==> src/sv/assert_macros.svh <==
// ----------------------------------------------------------------------------
// assertion macros
// clocked concurrent assertion wrappers for the balancer rtl
// ----------------------------------------------------------------------------
`ifndef ASSERT_MACROS_SVH
`define ASSERT_MACROS_SVH

// same-cycle implication, disabled while in reset
`define IBB_ASSERT_SAME(lbl, ante, cons, msg) \
    lbl: assert property (@(posedge clk) disable iff (!rst_n) (ante) |-> (cons)) \
        else $error(msg);

// next-cycle implication, disabled while in reset
`define IBB_ASSERT_NEXT(lbl, ante, cons, msg) \
    lbl: assert property (@(posedge clk) disable iff (!rst_n) (ante) |=> (cons)) \
        else $error(msg);

`endif

==> src/sv/ibb_pkg.sv <==
// ----------------------------------------------------------------------------
// ibb_pkg
// types, constants and microcode for the interrupt bandwidth balancer
// ----------------------------------------------------------------------------
package ibb_pkg;

    localparam int FRAME_SLOTS_DEF = 32;
    localparam int LOAD_WIDTH_DEF  = 32;

    localparam int PER_W   = 6;
    localparam int SLOT_W  = 5;
    localparam int COST_W  = 7;
    localparam int MP_W    = 11;
    localparam int IVL_W   = 8;
    localparam int SPD_SH  = 3;
    localparam int AMT_W   = COST_W + SPD_SH;
    localparam int CNT_W   = 7;
    localparam int LOG_W   = 3;

    localparam logic [MP_W:0]     COST_BASE = 12'd13;
    localparam logic [MP_W:0]     COST_CAP  = 12'd77;

    typedef enum logic
    {
        CMD_OPEN  = 1'b0,
        CMD_CLOSE = 1'b1
    } cmd_t;

    typedef struct packed
    {
        logic                cmd;
        logic [IVL_W-1:0]    interval;
        logic [MP_W-1:0]     max_packet;
        logic                low_speed;
        logic [SLOT_W-1:0]   slot_index;
        logic [PER_W-1:0]    period;
        logic [COST_W-1:0]   scheduled_size;
    } req_t;

    typedef struct packed
    {
        logic [PER_W-1:0]    list_index;
        logic [SLOT_W-1:0]   chosen_slot;
        logic [PER_W-1:0]    chosen_period;
        logic [PER_W-1:0]    repeat_count;
        logic [COST_W-1:0]   cost_recorded;
    } rsp_t;

    // sequencer step addresses
    typedef enum logic [2:0]
    {
        S_WAIT       = 3'd0,
        S_SETUP      = 3'd1,
        S_SUM_ACC    = 3'd2,
        S_SUM_CMP    = 3'd3,
        S_APPLY_INIT = 3'd4,
        S_APPLY_WR   = 3'd5,
        S_RESULT     = 3'd6
    } step_t;

    typedef enum logic [2:0]
    {
        OP_NONE       = 3'd0,
        OP_LOAD       = 3'd1,
        OP_SETUP      = 3'd2,
        OP_ACCUM      = 3'd3,
        OP_COMPARE    = 3'd4,
        OP_APPLY_INIT = 3'd5,
        OP_WRITE      = 3'd6,
        OP_RESULT     = 3'd7
    } op_t;

    typedef enum logic [2:0]
    {
        COND_NEVER     = 3'd0,
        COND_ALWAYS    = 3'd1,
        COND_IN        = 3'd2,
        COND_CLOSE     = 3'd3,
        COND_MORE_IDX  = 3'd4,
        COND_MORE_SLOT = 3'd5,
        COND_OUT_FREE  = 3'd6
    } cond_t;

    // one control word: operation, jump condition, jump target, hold when not taken
    typedef struct packed
    {
        op_t    op;
        cond_t  cond;
        step_t  target;
        logic   hold;
    } ctrl_t;

    function automatic ctrl_t ucode(input step_t step);
        ctrl_t w;
        case (step)
            S_WAIT:       w = '{op: OP_LOAD,       cond: COND_IN,
                                target: S_SETUP,    hold: 1'b1};
            S_SETUP:      w = '{op: OP_SETUP,      cond: COND_CLOSE,
                                target: S_APPLY_WR, hold: 1'b0};
            S_SUM_ACC:    w = '{op: OP_ACCUM,      cond: COND_MORE_IDX,
                                target: S_SUM_ACC,  hold: 1'b0};
            S_SUM_CMP:    w = '{op: OP_COMPARE,    cond: COND_MORE_SLOT,
                                target: S_SUM_ACC,  hold: 1'b0};
            S_APPLY_INIT: w = '{op: OP_APPLY_INIT, cond: COND_NEVER,
                                target: S_WAIT,     hold: 1'b0};
            S_APPLY_WR:   w = '{op: OP_WRITE,      cond: COND_MORE_IDX,
                                target: S_APPLY_WR, hold: 1'b0};
            S_RESULT:     w = '{op: OP_RESULT,     cond: COND_OUT_FREE,
                                target: S_WAIT,     hold: 1'b1};
            default:      w = '{op: OP_NONE,       cond: COND_ALWAYS,
                                target: S_WAIT,     hold: 1'b0};
        endcase
        return w;
    endfunction

    // largest power of two not above the value, between 1 and 32
    function automatic logic [PER_W-1:0] map_period(input logic [IVL_W-1:0] v);
        logic [PER_W-1:0] p;
        if (v >= 8'd32)
            p = 6'd32;
        else if (v >= 8'd16)
            p = 6'd16;
        else if (v >= 8'd8)
            p = 6'd8;
        else if (v >= 8'd4)
            p = 6'd4;
        else if (v >= 8'd2)
            p = 6'd2;
        else
            p = 6'd1;
        return p;
    endfunction

    function automatic logic [LOG_W-1:0] period_log2(input logic [PER_W-1:0] p);
        logic [LOG_W-1:0] l;
        case (p)
            6'd2:    l = 3'd1;
            6'd4:    l = 3'd2;
            6'd8:    l = 3'd3;
            6'd16:   l = 3'd4;
            6'd32:   l = 3'd5;
            default: l = 3'd0;
        endcase
        return l;
    endfunction

    // packet size plus overhead, capped
    function automatic logic [COST_W-1:0] open_cost(input logic [MP_W-1:0] mp);
        logic [MP_W:0] sum;
        sum = {1'b0, mp} + COST_BASE;
        return (sum > COST_CAP) ? COST_CAP[COST_W-1:0] : sum[COST_W-1:0];
    endfunction

endpackage

==> src/sv/ibb_req_if.sv <==
// ----------------------------------------------------------------------------
// ibb_req_if
// request channel: open and close commands with valid/ready handshake
// ----------------------------------------------------------------------------
interface ibb_req_if;
    logic           valid;
    logic           ready;
    ibb_pkg::req_t  data;

    modport source (output valid, output data, input ready);
    modport sink   (input valid, input data, output ready);
endinterface

==> src/sv/ibb_rsp_if.sv <==
// ----------------------------------------------------------------------------
// ibb_rsp_if
// response channel: chosen list, slot, period and cost with valid/ready
// ----------------------------------------------------------------------------
interface ibb_rsp_if;
    logic           valid;
    logic           ready;
    ibb_pkg::rsp_t  data;

    modport source (output valid, output data, input ready);
    modport sink   (input valid, input data, output ready);
endinterface

==> src/sv/ibb_ram.sv <==
// ----------------------------------------------------------------------------
// ibb_ram
// generic single write port, single read port ram with registered read
// ----------------------------------------------------------------------------
module ibb_ram #(
    parameter int WIDTH = ibb_pkg::LOAD_WIDTH_DEF,
    parameter int DEPTH = ibb_pkg::FRAME_SLOTS_DEF
)(
    input  logic                     clk,
    input  logic                     we,
    input  logic [$clog2(DEPTH)-1:0] waddr,
    input  logic [WIDTH-1:0]         wdata,
    input  logic [$clog2(DEPTH)-1:0] raddr,
    output logic [WIDTH-1:0]         rdata
);

    logic [WIDTH-1:0] mem_reg [DEPTH];
    logic [WIDTH-1:0] rdata_reg;

    always_ff @(posedge clk)
    begin
        if (we)
        begin
            mem_reg[waddr] <= wdata;
        end
        rdata_reg <= mem_reg[raddr];
    end

    assign rdata = rdata_reg;

endmodule

==> src/sv/interrupt_bandwidth_balancer.sv <==
// ----------------------------------------------------------------------------
// interrupt_bandwidth_balancer
// per-frame interrupt load table with least-loaded phase selection
// ----------------------------------------------------------------------------
//  channel   dir   handshake      payload
//  req       in    valid/ready    cmd, interval, max_packet, low_speed,
//                                 slot_index, period, scheduled_size
//  rsp       out   valid/ready    list_index, chosen_slot, chosen_period,
//                                 repeat_count, cost_recorded
//
//  open: setup, a sum and compare over every phase, the write pass, the result;
//  close: setup, the write pass, the result; the single load ram read port visits one
//  entry per cycle. one transaction in flight at a time.
//  reset clears per-entry valid bits at once, no clearing pass.
//  the result sits in an output register; a new request is taken while it
//  waits, and the sequencer holds at its result step only if it is still full.
// ----------------------------------------------------------------------------
`include "assert_macros.svh"

module interrupt_bandwidth_balancer #(
    parameter int FRAME_SLOTS = ibb_pkg::FRAME_SLOTS_DEF,
    parameter int LOAD_WIDTH  = ibb_pkg::LOAD_WIDTH_DEF
)(
    input  logic       clk,
    input  logic       rst_n,
    ibb_req_if.sink    req,
    ibb_rsp_if.source  rsp
);

    localparam int PER_W   = ibb_pkg::PER_W;
    localparam int SLOT_W  = ibb_pkg::SLOT_W;
    localparam int COST_W  = ibb_pkg::COST_W;
    localparam int AMT_W   = ibb_pkg::AMT_W;
    localparam int CNT_W   = ibb_pkg::CNT_W;
    localparam int SPD_SH  = ibb_pkg::SPD_SH;
    localparam int IDX_W   = $clog2(FRAME_SLOTS);
    localparam int SUM_W   = LOAD_WIDTH + IDX_W;
    localparam int MAX_PER = 1 << ($clog2(FRAME_SLOTS + 1) - 1);

    localparam logic [CNT_W-1:0] FS_CNT    = CNT_W'(FRAME_SLOTS);
    localparam logic [PER_W-1:0] PER_LIMIT = PER_W'(MAX_PER);

    ibb_pkg::step_t            pc_reg, pc_next;
    ibb_pkg::ctrl_t            cw;
    logic                      jump;

    ibb_pkg::req_t             req_reg, req_next;
    logic [PER_W-1:0]          per_reg, per_next;
    logic [SLOT_W-1:0]         slot_reg, slot_next;
    logic [SLOT_W-1:0]         s_reg, s_next;
    logic [IDX_W-1:0]          idx_reg, idx_next;
    logic [SUM_W-1:0]          sum_reg, sum_next;
    logic [SUM_W-1:0]          best_reg, best_next;
    logic [AMT_W-1:0]          amount_reg, amount_next;
    logic [COST_W-1:0]         cost_reg, cost_next;
    logic [FRAME_SLOTS-1:0]    valid_reg, valid_next;
    logic                      rsp_valid_reg, rsp_valid_next;
    ibb_pkg::rsp_t             rsp_data_reg, rsp_data_next;

    logic                      is_close;
    logic [PER_W-1:0]          per_raw, per_calc, per_m1, per_dec;
    logic [SLOT_W-1:0]         slot_wrap;
    logic [COST_W-1:0]         cost_calc;
    logic [AMT_W-1:0]          amount_calc;
    logic [CNT_W-1:0]          idx_ext, idx_adv, s_inc_ext, slot_ext, wrap_ext, raddr_ext;
    logic [CNT_W-1:0]          reps_cnt;
    logic [PER_W-1:0]          s_inc;
    logic                      more_idx, more_slot, out_free, rsp_load;
    logic [LOAD_WIDTH-1:0]     ram_rdata, entry, amt_ext, sat_add, sat_sub, ram_wdata;
    logic [LOAD_WIDTH:0]       add_full;
    logic [SUM_W-1:0]          entry_ext;
    logic [IDX_W-1:0]          ram_raddr;
    logic                      ram_we;

    ibb_ram #(
        .WIDTH (LOAD_WIDTH),
        .DEPTH (FRAME_SLOTS)
    ) u_ram (
        .clk   (clk),
        .we    (ram_we),
        .waddr (idx_reg),
        .wdata (ram_wdata),
        .raddr (ram_raddr),
        .rdata (ram_rdata)
    );

    // decode of the captured request
    always_comb
    begin
        is_close    = (req_reg.cmd == ibb_pkg::CMD_CLOSE);
        per_raw     = is_close ? ibb_pkg::map_period({2'b00, req_reg.period})
                               : ibb_pkg::map_period(req_reg.interval);
        per_calc    = ({1'b0, per_raw} > FS_CNT) ? PER_LIMIT : per_raw;
        per_m1      = per_calc - PER_W'(1);
        slot_wrap   = req_reg.slot_index & per_m1[SLOT_W-1:0];
        cost_calc   = is_close ? req_reg.scheduled_size
                               : ibb_pkg::open_cost(req_reg.max_packet);
        amount_calc = req_reg.low_speed ? {cost_calc, {SPD_SH{1'b0}}}
                                        : {{SPD_SH{1'b0}}, cost_calc};
    end

    // datapath helpers
    always_comb
    begin
        idx_ext   = {{(CNT_W-IDX_W){1'b0}}, idx_reg};
        idx_adv   = idx_ext + {1'b0, per_reg};
        more_idx  = (idx_adv < FS_CNT);
        s_inc     = {1'b0, s_reg} + PER_W'(1);
        more_slot = (s_inc < per_reg);
        s_inc_ext = {1'b0, s_inc};
        slot_ext  = {2'b00, slot_reg};
        wrap_ext  = {2'b00, slot_wrap};
        reps_cnt  = FS_CNT >> ibb_pkg::period_log2(per_reg);
        per_dec   = per_reg - PER_W'(1);
        out_free  = !rsp_valid_reg || rsp.ready;

        // entries never written read as zero
        entry     = valid_reg[idx_reg] ? ram_rdata : '0;
        entry_ext = {{IDX_W{1'b0}}, entry};
        amt_ext   = {{(LOAD_WIDTH-AMT_W){1'b0}}, amount_reg};
        add_full  = {1'b0, entry} + {1'b0, amt_ext};
        sat_add   = add_full[LOAD_WIDTH] ? '1 : add_full[LOAD_WIDTH-1:0];
        sat_sub   = (entry < amt_ext) ? '0 : (entry - amt_ext);
        ram_wdata = is_close ? sat_sub : sat_add;
    end

    // sequencer: next step and datapath controls from the control word
    always_comb
    begin
        cw = ibb_pkg::ucode(pc_reg);

        case (cw.cond)
            ibb_pkg::COND_NEVER:     jump = 1'b0;
            ibb_pkg::COND_ALWAYS:    jump = 1'b1;
            ibb_pkg::COND_IN:        jump = req.valid;
            ibb_pkg::COND_CLOSE:     jump = is_close;
            ibb_pkg::COND_MORE_IDX:  jump = more_idx;
            ibb_pkg::COND_MORE_SLOT: jump = more_slot;
            ibb_pkg::COND_OUT_FREE:  jump = out_free;
            default:                 jump = 1'b0;
        endcase

        if (jump)
            pc_next = cw.target;
        else if (cw.hold)
            pc_next = pc_reg;
        else
            pc_next = ibb_pkg::step_t'(pc_reg + 3'd1);

        req_next    = req_reg;
        per_next    = per_reg;
        slot_next   = slot_reg;
        s_next      = s_reg;
        idx_next    = idx_reg;
        sum_next    = sum_reg;
        best_next   = best_reg;
        amount_next = amount_reg;
        cost_next   = cost_reg;
        valid_next  = valid_reg;
        raddr_ext   = idx_ext;
        ram_we      = 1'b0;
        rsp_load    = 1'b0;

        case (cw.op)
            ibb_pkg::OP_LOAD:
            begin
                if (req.valid)
                begin
                    req_next = req.data;
                end
            end
            ibb_pkg::OP_SETUP:
            begin
                per_next    = per_calc;
                cost_next   = cost_calc;
                amount_next = amount_calc;
                sum_next    = '0;
                s_next      = '0;
                if (is_close)
                begin
                    slot_next = slot_wrap;
                    idx_next  = wrap_ext[IDX_W-1:0];
                    raddr_ext = wrap_ext;
                end
                else
                begin
                    slot_next = '0;
                    idx_next  = '0;
                    raddr_ext = '0;
                end
            end
            ibb_pkg::OP_ACCUM:
            begin
                sum_next = sum_reg + entry_ext;
                // prefetch the next entry of this phase
                if (more_idx)
                begin
                    idx_next  = idx_adv[IDX_W-1:0];
                    raddr_ext = idx_adv;
                end
            end
            ibb_pkg::OP_COMPARE:
            begin
                // first phase always wins, later ones only when strictly less
                if ((s_reg == '0) || (sum_reg < best_reg))
                begin
                    best_next = sum_reg;
                    slot_next = s_reg;
                end
                s_next   = s_inc[SLOT_W-1:0];
                sum_next = '0;
                if (more_slot)
                begin
                    idx_next  = s_inc_ext[IDX_W-1:0];
                    raddr_ext = s_inc_ext;
                end
            end
            ibb_pkg::OP_APPLY_INIT:
            begin
                idx_next  = slot_ext[IDX_W-1:0];
                raddr_ext = slot_ext;
            end
            ibb_pkg::OP_WRITE:
            begin
                ram_we              = 1'b1;
                valid_next[idx_reg] = 1'b1;
                if (more_idx)
                begin
                    idx_next  = idx_adv[IDX_W-1:0];
                    raddr_ext = idx_adv;
                end
            end
            ibb_pkg::OP_RESULT:
            begin
                rsp_load = out_free;
            end
            default:
            begin
                rsp_load = 1'b0;
            end
        endcase

        ram_raddr = raddr_ext[IDX_W-1:0];

        rsp_data_next = rsp_data_reg;
        if (rsp_load)
        begin
            rsp_data_next.list_index    = is_close ? '0 : (per_dec + {1'b0, slot_reg});
            rsp_data_next.chosen_slot   = is_close ? '0 : slot_reg;
            rsp_data_next.chosen_period = per_reg;
            rsp_data_next.repeat_count  = reps_cnt[PER_W-1:0];
            rsp_data_next.cost_recorded = cost_reg;
        end

        if (rsp_load)
            rsp_valid_next = 1'b1;
        else if (rsp.ready)
            rsp_valid_next = 1'b0;
        else
            rsp_valid_next = rsp_valid_reg;
    end

    always_ff @(posedge clk or negedge rst_n)
    begin
        if (!rst_n)
        begin
            pc_reg        <= ibb_pkg::S_WAIT;
            valid_reg     <= '0;
            rsp_valid_reg <= 1'b0;
        end
        else
        begin
            pc_reg        <= pc_next;
            valid_reg     <= valid_next;
            rsp_valid_reg <= rsp_valid_next;
        end
    end

    always_ff @(posedge clk)
    begin
        req_reg      <= req_next;
        per_reg      <= per_next;
        slot_reg     <= slot_next;
        s_reg        <= s_next;
        idx_reg      <= idx_next;
        sum_reg      <= sum_next;
        best_reg     <= best_next;
        amount_reg   <= amount_next;
        cost_reg     <= cost_next;
        rsp_data_reg <= rsp_data_next;
    end

    assign req.ready = (pc_reg == ibb_pkg::S_WAIT);
    assign rsp.valid = rsp_valid_reg;
    assign rsp.data  = rsp_data_reg;

    `IBB_ASSERT_NEXT(a_accept_to_setup, req.valid && req.ready, pc_reg == ibb_pkg::S_SETUP, "accepted transaction did not start setup")
    `IBB_ASSERT_SAME(a_write_in_range, ram_we, idx_ext < FS_CNT, "load write outside the frame table")
    `IBB_ASSERT_NEXT(a_slot_below_period, rsp_load, rsp.data.chosen_slot < rsp.data.chosen_period, "chosen slot not below its period")

endmodule

==> src/flat_wrapper.sv <==
// flat-port wrapper written by rule: the top's interface ports become plain ports
module interrupt_bandwidth_balancer_flat 
#(
    parameter int FRAME_SLOTS = ibb_pkg::FRAME_SLOTS_DEF,
    parameter int LOAD_WIDTH  = ibb_pkg::LOAD_WIDTH_DEF
)
  (clk, rst_n, req_valid, req_data, req_ready, rsp_valid, rsp_data, rsp_ready);
  ibb_req_if req_i ();
  ibb_rsp_if rsp_i ();
  input  logic clk;
  input  logic rst_n;
  input wire logic [$bits(req_i.valid)-1:0] req_valid;
  input wire logic [$bits(req_i.data)-1:0] req_data;
  output wire logic [$bits(req_i.ready)-1:0] req_ready;
  output wire logic [$bits(rsp_i.valid)-1:0] rsp_valid;
  output wire logic [$bits(rsp_i.data)-1:0] rsp_data;
  input wire logic [$bits(rsp_i.ready)-1:0] rsp_ready;
  assign req_i.valid = req_valid;
  assign req_i.data = req_data;
  assign req_ready = req_i.ready;
  assign rsp_valid = rsp_i.valid;
  assign rsp_data = rsp_i.data;
  assign rsp_i.ready = rsp_ready;
  interrupt_bandwidth_balancer #(.FRAME_SLOTS(FRAME_SLOTS), .LOAD_WIDTH(LOAD_WIDTH)) u_core (.clk(clk), .rst_n(rst_n), .req(req_i), .rsp(rsp_i));
endmodule
==> config.mk <==
export PLATFORM = sky130hd
export DESIGN_NAME = interrupt_bandwidth_balancer_flat
export DESIGN_NICKNAME = d
export VERILOG_FILES = /design/src/sv/ibb_pkg.sv /design/src/sv/ibb_req_if.sv /design/src/sv/ibb_rsp_if.sv /design/src/sv/ibb_ram.sv /design/src/sv/interrupt_bandwidth_balancer.sv /design/src/flat_wrapper.sv
export VERILOG_INCLUDE_DIRS = /design/src /design/src/sv
export SDC_FILE = /design/constraint.sdc
export NUM_CORES = 2
export LEC_CHECK = 0
export ABC_CLOCK_PERIOD_IN_PS = 6600
export BUFFER_PORTS_ARGS = -buffer_cell sky130_fd_sc_hd__buf_2
export CAP_MARGIN = 5
export CORE_MARGIN = 5
export CORE_UTILIZATION = 27
export CTS_BUF_LIST = sky130_fd_sc_hd__clkbuf_8 sky130_fd_sc_hd__clkbuf_16
export CTS_CLUSTER_DIAMETER = 80
export DETAILED_ROUTE_END_ITERATION = 12
export GPL_ROUTABILITY_DRIVEN = 0
export PLACE_DENSITY_LB_ADDON = 0.05
export SKIP_LAST_GASP = 1
export SLEW_MARGIN = 20
export SYNTH_ARGS = -nofsm -noshare
export SYNTH_HDL_FRONTEND = slang
export SYNTH_SLANG_ARGS = --single-unit
==> constraint.sdc <==
create_clock -name clk -period 6.6 [get_ports clk]
set_input_delay 0.33 -clock clk [delete_from_list [all_inputs] [get_ports clk]]
set_output_delay 0.33 -clock clk [all_outputs]
set_load 0.1 [all_outputs]
Word level (Yosys, flattened, before mapping)
Memory sizes are Yosys's and may differ from the RTL's. A register that Yosys moved wholly into a read port is not among the register bits. Cells that the tools add are included.

Equality and inequality tests: 28. Bitwise gates (word level): 2. Add/subtract/negate cells: 10. Multiply operators: 0. Div/mod/pow operators: 0. Mux-type cells: 46. Shift-type cells: 1. Reductions and logical operators: 16. $lt $le $gt $ge: 18.

Operators with widths (count): 32-bit two-way mux (4); 37-bit one-hot mux with 2 select lines (1); 10-bit one-hot mux with 7 select lines (1); 6-bit two-way mux (10); 5-bit one-hot mux with 4 select lines (2); 37-bit by 32-bit adder with 37-bit output (1); 37-bit < comparator (1); 5-bit two-way mux (7); 32-bit by 10-bit adder with 33-bit output (1); 32-bit by 10-bit < comparator with 1-bit output (1); 32-bit OR (1); 32-bit by 10-bit subtractor with 32-bit output (1); 3-bit equality test (second input constant) (10); 7-bit two-way mux (3); 5-bit one-hot mux with 2 select lines (2); 3-bit by 2-bit equality test with 1-bit output (second input constant) (6); 3-bit one-hot mux with 5 select lines (1); 11-bit by 4-bit adder with 12-bit output (second input constant) (1); 12-bit by 7-bit greater-than comparator with 1-bit output (second input constant) (1); 3-bit by 1-bit equality test with 1-bit output (second input constant) (3); 8-bit by 2-bit greater-or-equal comparator with 1-bit output (second input constant) (1); 8-bit by 3-bit greater-or-equal comparator with 1-bit output (second input constant) (1); 8-bit by 4-bit greater-or-equal comparator with 1-bit output (second input constant) (1); 8-bit by 5-bit greater-or-equal comparator with 1-bit output (second input constant) (1); 42 further kinds (59).

Logic and storage cells: 147. Input port bits: 43. Flip-flop bits (word level): 217. Output and inout port bits: 32. Memory bits (read-only): 0. Memories: 1. Bits in latches: 0. RAM bits: 1024.

Memory list: u_core.u_ram.mem_reg (depth 32, width 32, read ports 1, clocked after Yosys merged registers in 1, wr ports 1, RTL line ibb_ram.sv:17) `logic [WIDTH-1:0] mem_reg [DEPTH];`.

Logic depth before layout (Yosys ltp)
Depth in word-level cells: 13. Gate-level depth with buffers: 25. Gate-level depth less buffers: 18.

Cells and area by module
Synthesis repeated with hierarchy kept, for this count alone.

Cells, all modules: 3738. Area total of the unflattened synthesis: 54997.7 um^2.

Modules (own cells, without submodules): ibb_ram (cells an instance 2260, times used 1, seq. area each 31390.1 um^2, area each 40492.6 um^2); interrupt_bandwidth_balancer (cells an instance 1478, times used 1, seq. area each 6276.0 um^2, area each 14505.2 um^2).

Least setup slack after synthesis
No wires, ideal clock.

Path kind: flip-flop to flip-flop. Start: reg u_core.idx_reg[0]. End: mem u_core.u_ram.mem_reg[0][26] (netlist bit) (data pin). Buffers on the path: 6. Setup slack: -0.634 ns. Setup time: 0.563 ns. Arrival: 6.671 ns. Cell stages (with the launch flop): 19. Path through: edfxtp_1 buf_4 mux4_2 a32o_1 or4_4 buf_2 buf_2 clkbuf_1 clkbuf_1 nand2_1 inv_1 fa_1 a21o_1 a21oi_1 o21bai_1 a2111oi_0 o41ai_1 clkbuf_1 o41ai_1.

Word-level cells in the longest chain between the ends: 6. Elaborated cells between the ends (all ways): 9.

RTL lines: from (decl) (RTL line interrupt_bandwidth_balancer.sv:51) `logic [IDX_W-1:0] idx_reg, idx_next;`; from (signal assigned) (RTL line interrupt_bandwidth_balancer.sv:285) `idx_reg <= idx_next;`; 1-bit binary-select mux with 5-bit select (*) (RTL line interrupt_bandwidth_balancer.sv:118) `entry = valid_reg[idx_reg] ? ram_rdata : '0;`; 1-bit two-way mux (not written as such) (*) (RTL line interrupt_bandwidth_balancer.sv:118); 32-bit two-way mux (*) (RTL line interrupt_bandwidth_balancer.sv:118); 32-bit by 10-bit adder with 33-bit output (tied with other cells) (RTL line interrupt_bandwidth_balancer.sv:121) `add_full = {1'b0, entry} + {1'b0, amt_ext};`; 32-bit two-way mux (on tied branches) (RTL line interrupt_bandwidth_balancer.sv:122, interrupt_bandwidth_balancer.sv:123); 32-bit two-way mux (*) (RTL line interrupt_bandwidth_balancer.sv:124) `ram_wdata = is_close ? sat_sub : sat_add;`; net u_core.ram_wdata[26] (RTL line interrupt_bandwidth_balancer.sv:69) `logic [LOAD_WIDTH-1:0] ram_rdata, entry, amt_ext, sat_add, sat_sub, ram_wdata;`; to (decl) (RTL line ibb_ram.sv:17).

Mark *: on every way through the listed nets, which the timed path passes. The rest lies on a longest branch. The select of a mux whose other input is x is not followed.

Final worst setup path
Start: reg u_core.idx_reg[1]. End: mem u_core.u_ram.mem_reg[6][28] (netlist bit) (data pin).

The elaborated chain is that of the path after synthesis.

==> impl_metrics.csv <==
group,metric,value,unit
status,status,"completed",
clock_tree,cts.sinks,1271,
die,core.rowCount,165,
clock_tree,cts_root_buffer,"clkbuf_16",
timing,grt_setup_unrepaired,"no",
timing,fmax,161,MHz
detailed_routing,drt-initial-drc-count,2582,
timing,setup_ws,0.391,ns
place,pre_cts_ws,0.384,ns
critical_path,path_class,"reg2reg",
detailed_routing,drcViolationCount,0,
logic_synthesis,yosys.area_share.simple,0.155,
place,io_buffers,72,
critical_path,worstSetupEndpointType,"flip-flop",
clock_tree,cts_resized,0,
timing,relSlewSlack,0.268,
logic_synthesis,synth-edff-count,1203,
die,io_pins,75,
place,hpwlAfterDp,112,mm
logic_synthesis,synth_area_leaders,"edfxtp_1, nand2_1, nand3_1, ha_1, dfrtp_1",
detailed_routing,first_pass_iters,7,
logic_synthesis,synth_fp_nets,4507,
flow_run,cap_violations,0,
detailed_routing,viasPerCell,4.81,
worst_hold_path,hold_path_class,"in2async",
logic_synthesis,synth_top_family_by_area,"simple AND/OR/NAND/NOR gates",
clock_tree,cts_tree,"done",
global_route,grt_max_degree,88,
clock_tree,ctsHtreeMaxLevel,4,
logic_synthesis,synth-seq-area-share,0.691,
logic_synthesis,synthAdderAreaFrac,0.0287,
critical_path,worst_setup_path_start_kind,"flip-flop",
global_route,grt_pass1_wl,270,mm
logic_synthesis,synthArstFlopShare,0.0283,
clock_tree,cts_buffers,159,
detailed_routing,num_vias,35400,
timing,finalSetupViolCount,0,
detailed_routing,totalWireLength,189,mm
logic_synthesis,synth_seq_cells,1271,
timing,whs,0.217,ns
clock_tree,path_clk_slew,0.06,ns
layout,syn_to_final_growth,18.8,%
global_route,grt_use_total,0.177,
critical_path,cp.required,7.18,ns
logic_synthesis,yosys.area_share.xor_xnor,0.0116,
logic_synthesis,synth_flop_cell,"edfxtp_1",
timing,clock_skew,0.0359,ns
global_route,antenna_found_initial,2,
critical_path,cp.arrival,6.79,ns
logic_synthesis,synth_top_area_frac,0.662,
critical_path,crit_fanout,32,
logic_synthesis,yosys_warnings,0,
die,core,201000,um^2
detailed_routing,postRouteAntennaNets,0,
logic_synthesis,yosys-mux-area-fraction,0.0174,
logic_synthesis,postSynthCellCount,4342,
logic_synthesis,syn-mean-instance-area,12.6,um^2
timing,finalCritPeriodShare,0.941,
logic_synthesis,synth_compound_area_frac,0.0691,
global_route,grt_pass1_vias,35000,
layout,largest_reg_flops,1024,
logic_synthesis,yosysTopAreaCell,"edfxtp_1",
timing,hold_viol_final,0,
global_route,grt_overflow,0,
die,fp.dieH,459,um
logic_synthesis,netlist_area,54500,um^2
die,die_area,211000,um^2
die,die_w,459,um
clock_tree,clk_latency,0.81,ns
layout,layout.nets,4730,
timing,maxSlewViolCount,0,
clock_tree,clockBufferDepth,3,
layout,drive_gt1_frac,0.129,
timing,tightest_slew,1.10,ns
timing,finalSetupTns,0,ns
logic_synthesis,yosysUniqueCellTypes,90,
timing,min_period,6.21,ns
detailed_routing,post_drt_wl_per_cell,25.7,um
die,start_util,0.271,
## Yosys cell counts (6+ instances only)
cell type / instances
edfxtp_1: 1203
nand2_1: 959
nand3_1: 447
nor2_1: 190
inv_1: 133
ha_1: 117
o21ai_0: 105
clkbuf_1: 101
a21oi_1: 85
buf_2: 85
nand4_1: 78
a31oi_1: 76
mux2i_1: 69
or2_2: 41
nor3_1: 39
xnor2_1: 39
dfrtp_1: 36
a21o_1: 35
a32oi_1: 35
xor2_1: 33
dfxtp_1: 32
o22a_1: 31
and2_1: 27
o311ai_0: 27
buf_1: 26
and3_1: 19
nand2b_1: 14
nor2b_1: 14
nor4_1: 14
o211ai_1: 13
a211oi_1: 12
buf_4: 11
o21bai_1: 11
or3_1: 11
mux4_2: 10
o21a_1: 9
o22ai_1: 9
a32o_1: 8
nand3b_1: 7
a22oi_1: 6
o31ai_1: 6
or4_1: 6
## routing by layer
metal	vias to the layer above	track usage	part of all wire
li1	16500	-	-
met5	-	0	0
met4	0	0.0380	0.017
met3	190	0.0206	0.031
met1	18100	0.252	0.48
met2	615	0.291	0.47
## what timing repair did
action | in CTS | in global routing
hold buffers | 39 | 0
endpoints found under the hold margin | 74 | 0
buffers inserted | 0 | 0
## placed cells by master, fill, tap and decap left out, types with 10 or more instances in the layout
cell type and n:
inv_1 177, dfrtp_1 36, nor3_1 38, nand3_1 447
xor2_1 33, a21o_1 34, a21oi_1 79, a32oi_1 32
nand2_1 958, buf_4 145, or2_2 41, dlygate4sd3_1 39
a31oi_1 72, o211ai_1 13, buf_2 72, o21bai_1 11
or3_1 11, clkbuf_16 160, o311ai_0 27, o21ai_0 99
nand2b_1 12, nor4_1 14, nor2_4 34, buf_12 29
dfxtp_1 32, ha_1 117, o22a_1 31, edfxtp_1 1203
mux4_2 10, clkinv_1 35, xnor2_1 39, and2_1 27
and3_1 19, nor2b_1 14, a211oi_1 12, mux2i_1 69
nand4_1 78, nor2_1 158, clkinv_2 21
## cell families after synthesis
kind of cell	Yosys count
xor gates and xnor gates	72
adders and majority gates	122
AOI/OAI and AO/OA	542
muxes	82
DFF	1271
buffers and inverters	357
and+or+nand+nor	1896
## critical path, cell delays in order, from the launching register on
cell	delay (ns)
edfxtp_1	0.83
mux4_2	0.42
a32o_1	0.27
or4_4	0.64
and2_1	0.29
ha_1	0.40
o21bai_1	0.19
a21oi_1	0.12
o21bai_1	0.20
a21oi_1	0.16
o41ai_1	0.38
buf_4	0.19
and4_1	0.26
buf_4	0.16
nand2_1	0.45
o21ai_0	0.24
a211oi_1	0.08
a21oi_2	0.29
buf_4	0.37
## layout make-up
type	count	area, um^2
timing repair buffer	285	2420
antenna	2	5.00
inverter	134	503
multi-input combinational	2714	15900
sequential	1271	37700
fill	20300	137000
tap	2672	3340
clock buffer	164	4060
clock inverter	127	907
## final timing paths
| path | startpoint | to | slack [ns] | depth (start not counted) |
|---|---|---|---|---|
| setup / recovery | u_core.idx_reg[1] | u_core.u_ram.mem_reg[6][28] | 0.39 | 18 |
| min in group clk | req_data[29] | u_core.req_reg[29] | 0.25 | 2 |
| setup reg to reg | u_core.idx_reg[1] | u_core.u_ram.mem_reg[6][28] | 0.39 | 18 |
| hold / removal | rst_n | u_core.valid_reg[23] | 0.22 | 2 |
| hold reg to reg | u_core.cost_reg[5] | u_core.rsp.data[5] | 0.42 | 0 |
| max in group asynchronous | rst_n | u_core.valid_reg[9] | 5.79 | 2 |
## metrics by stage
stage	cell area, um^2	util	cells
floorplan	54600	-	4342
global placement	59400	0.295	7035
detailed placement	59400	0.295	7037
CTS	64800	0.321	7367
global route	64800	0.322	7368
finish	64800	0.322	7369
Power is left out: the tool's default activity adds up to more than one toggle a clock period on the data nets, which glitch-free logic cannot reach.
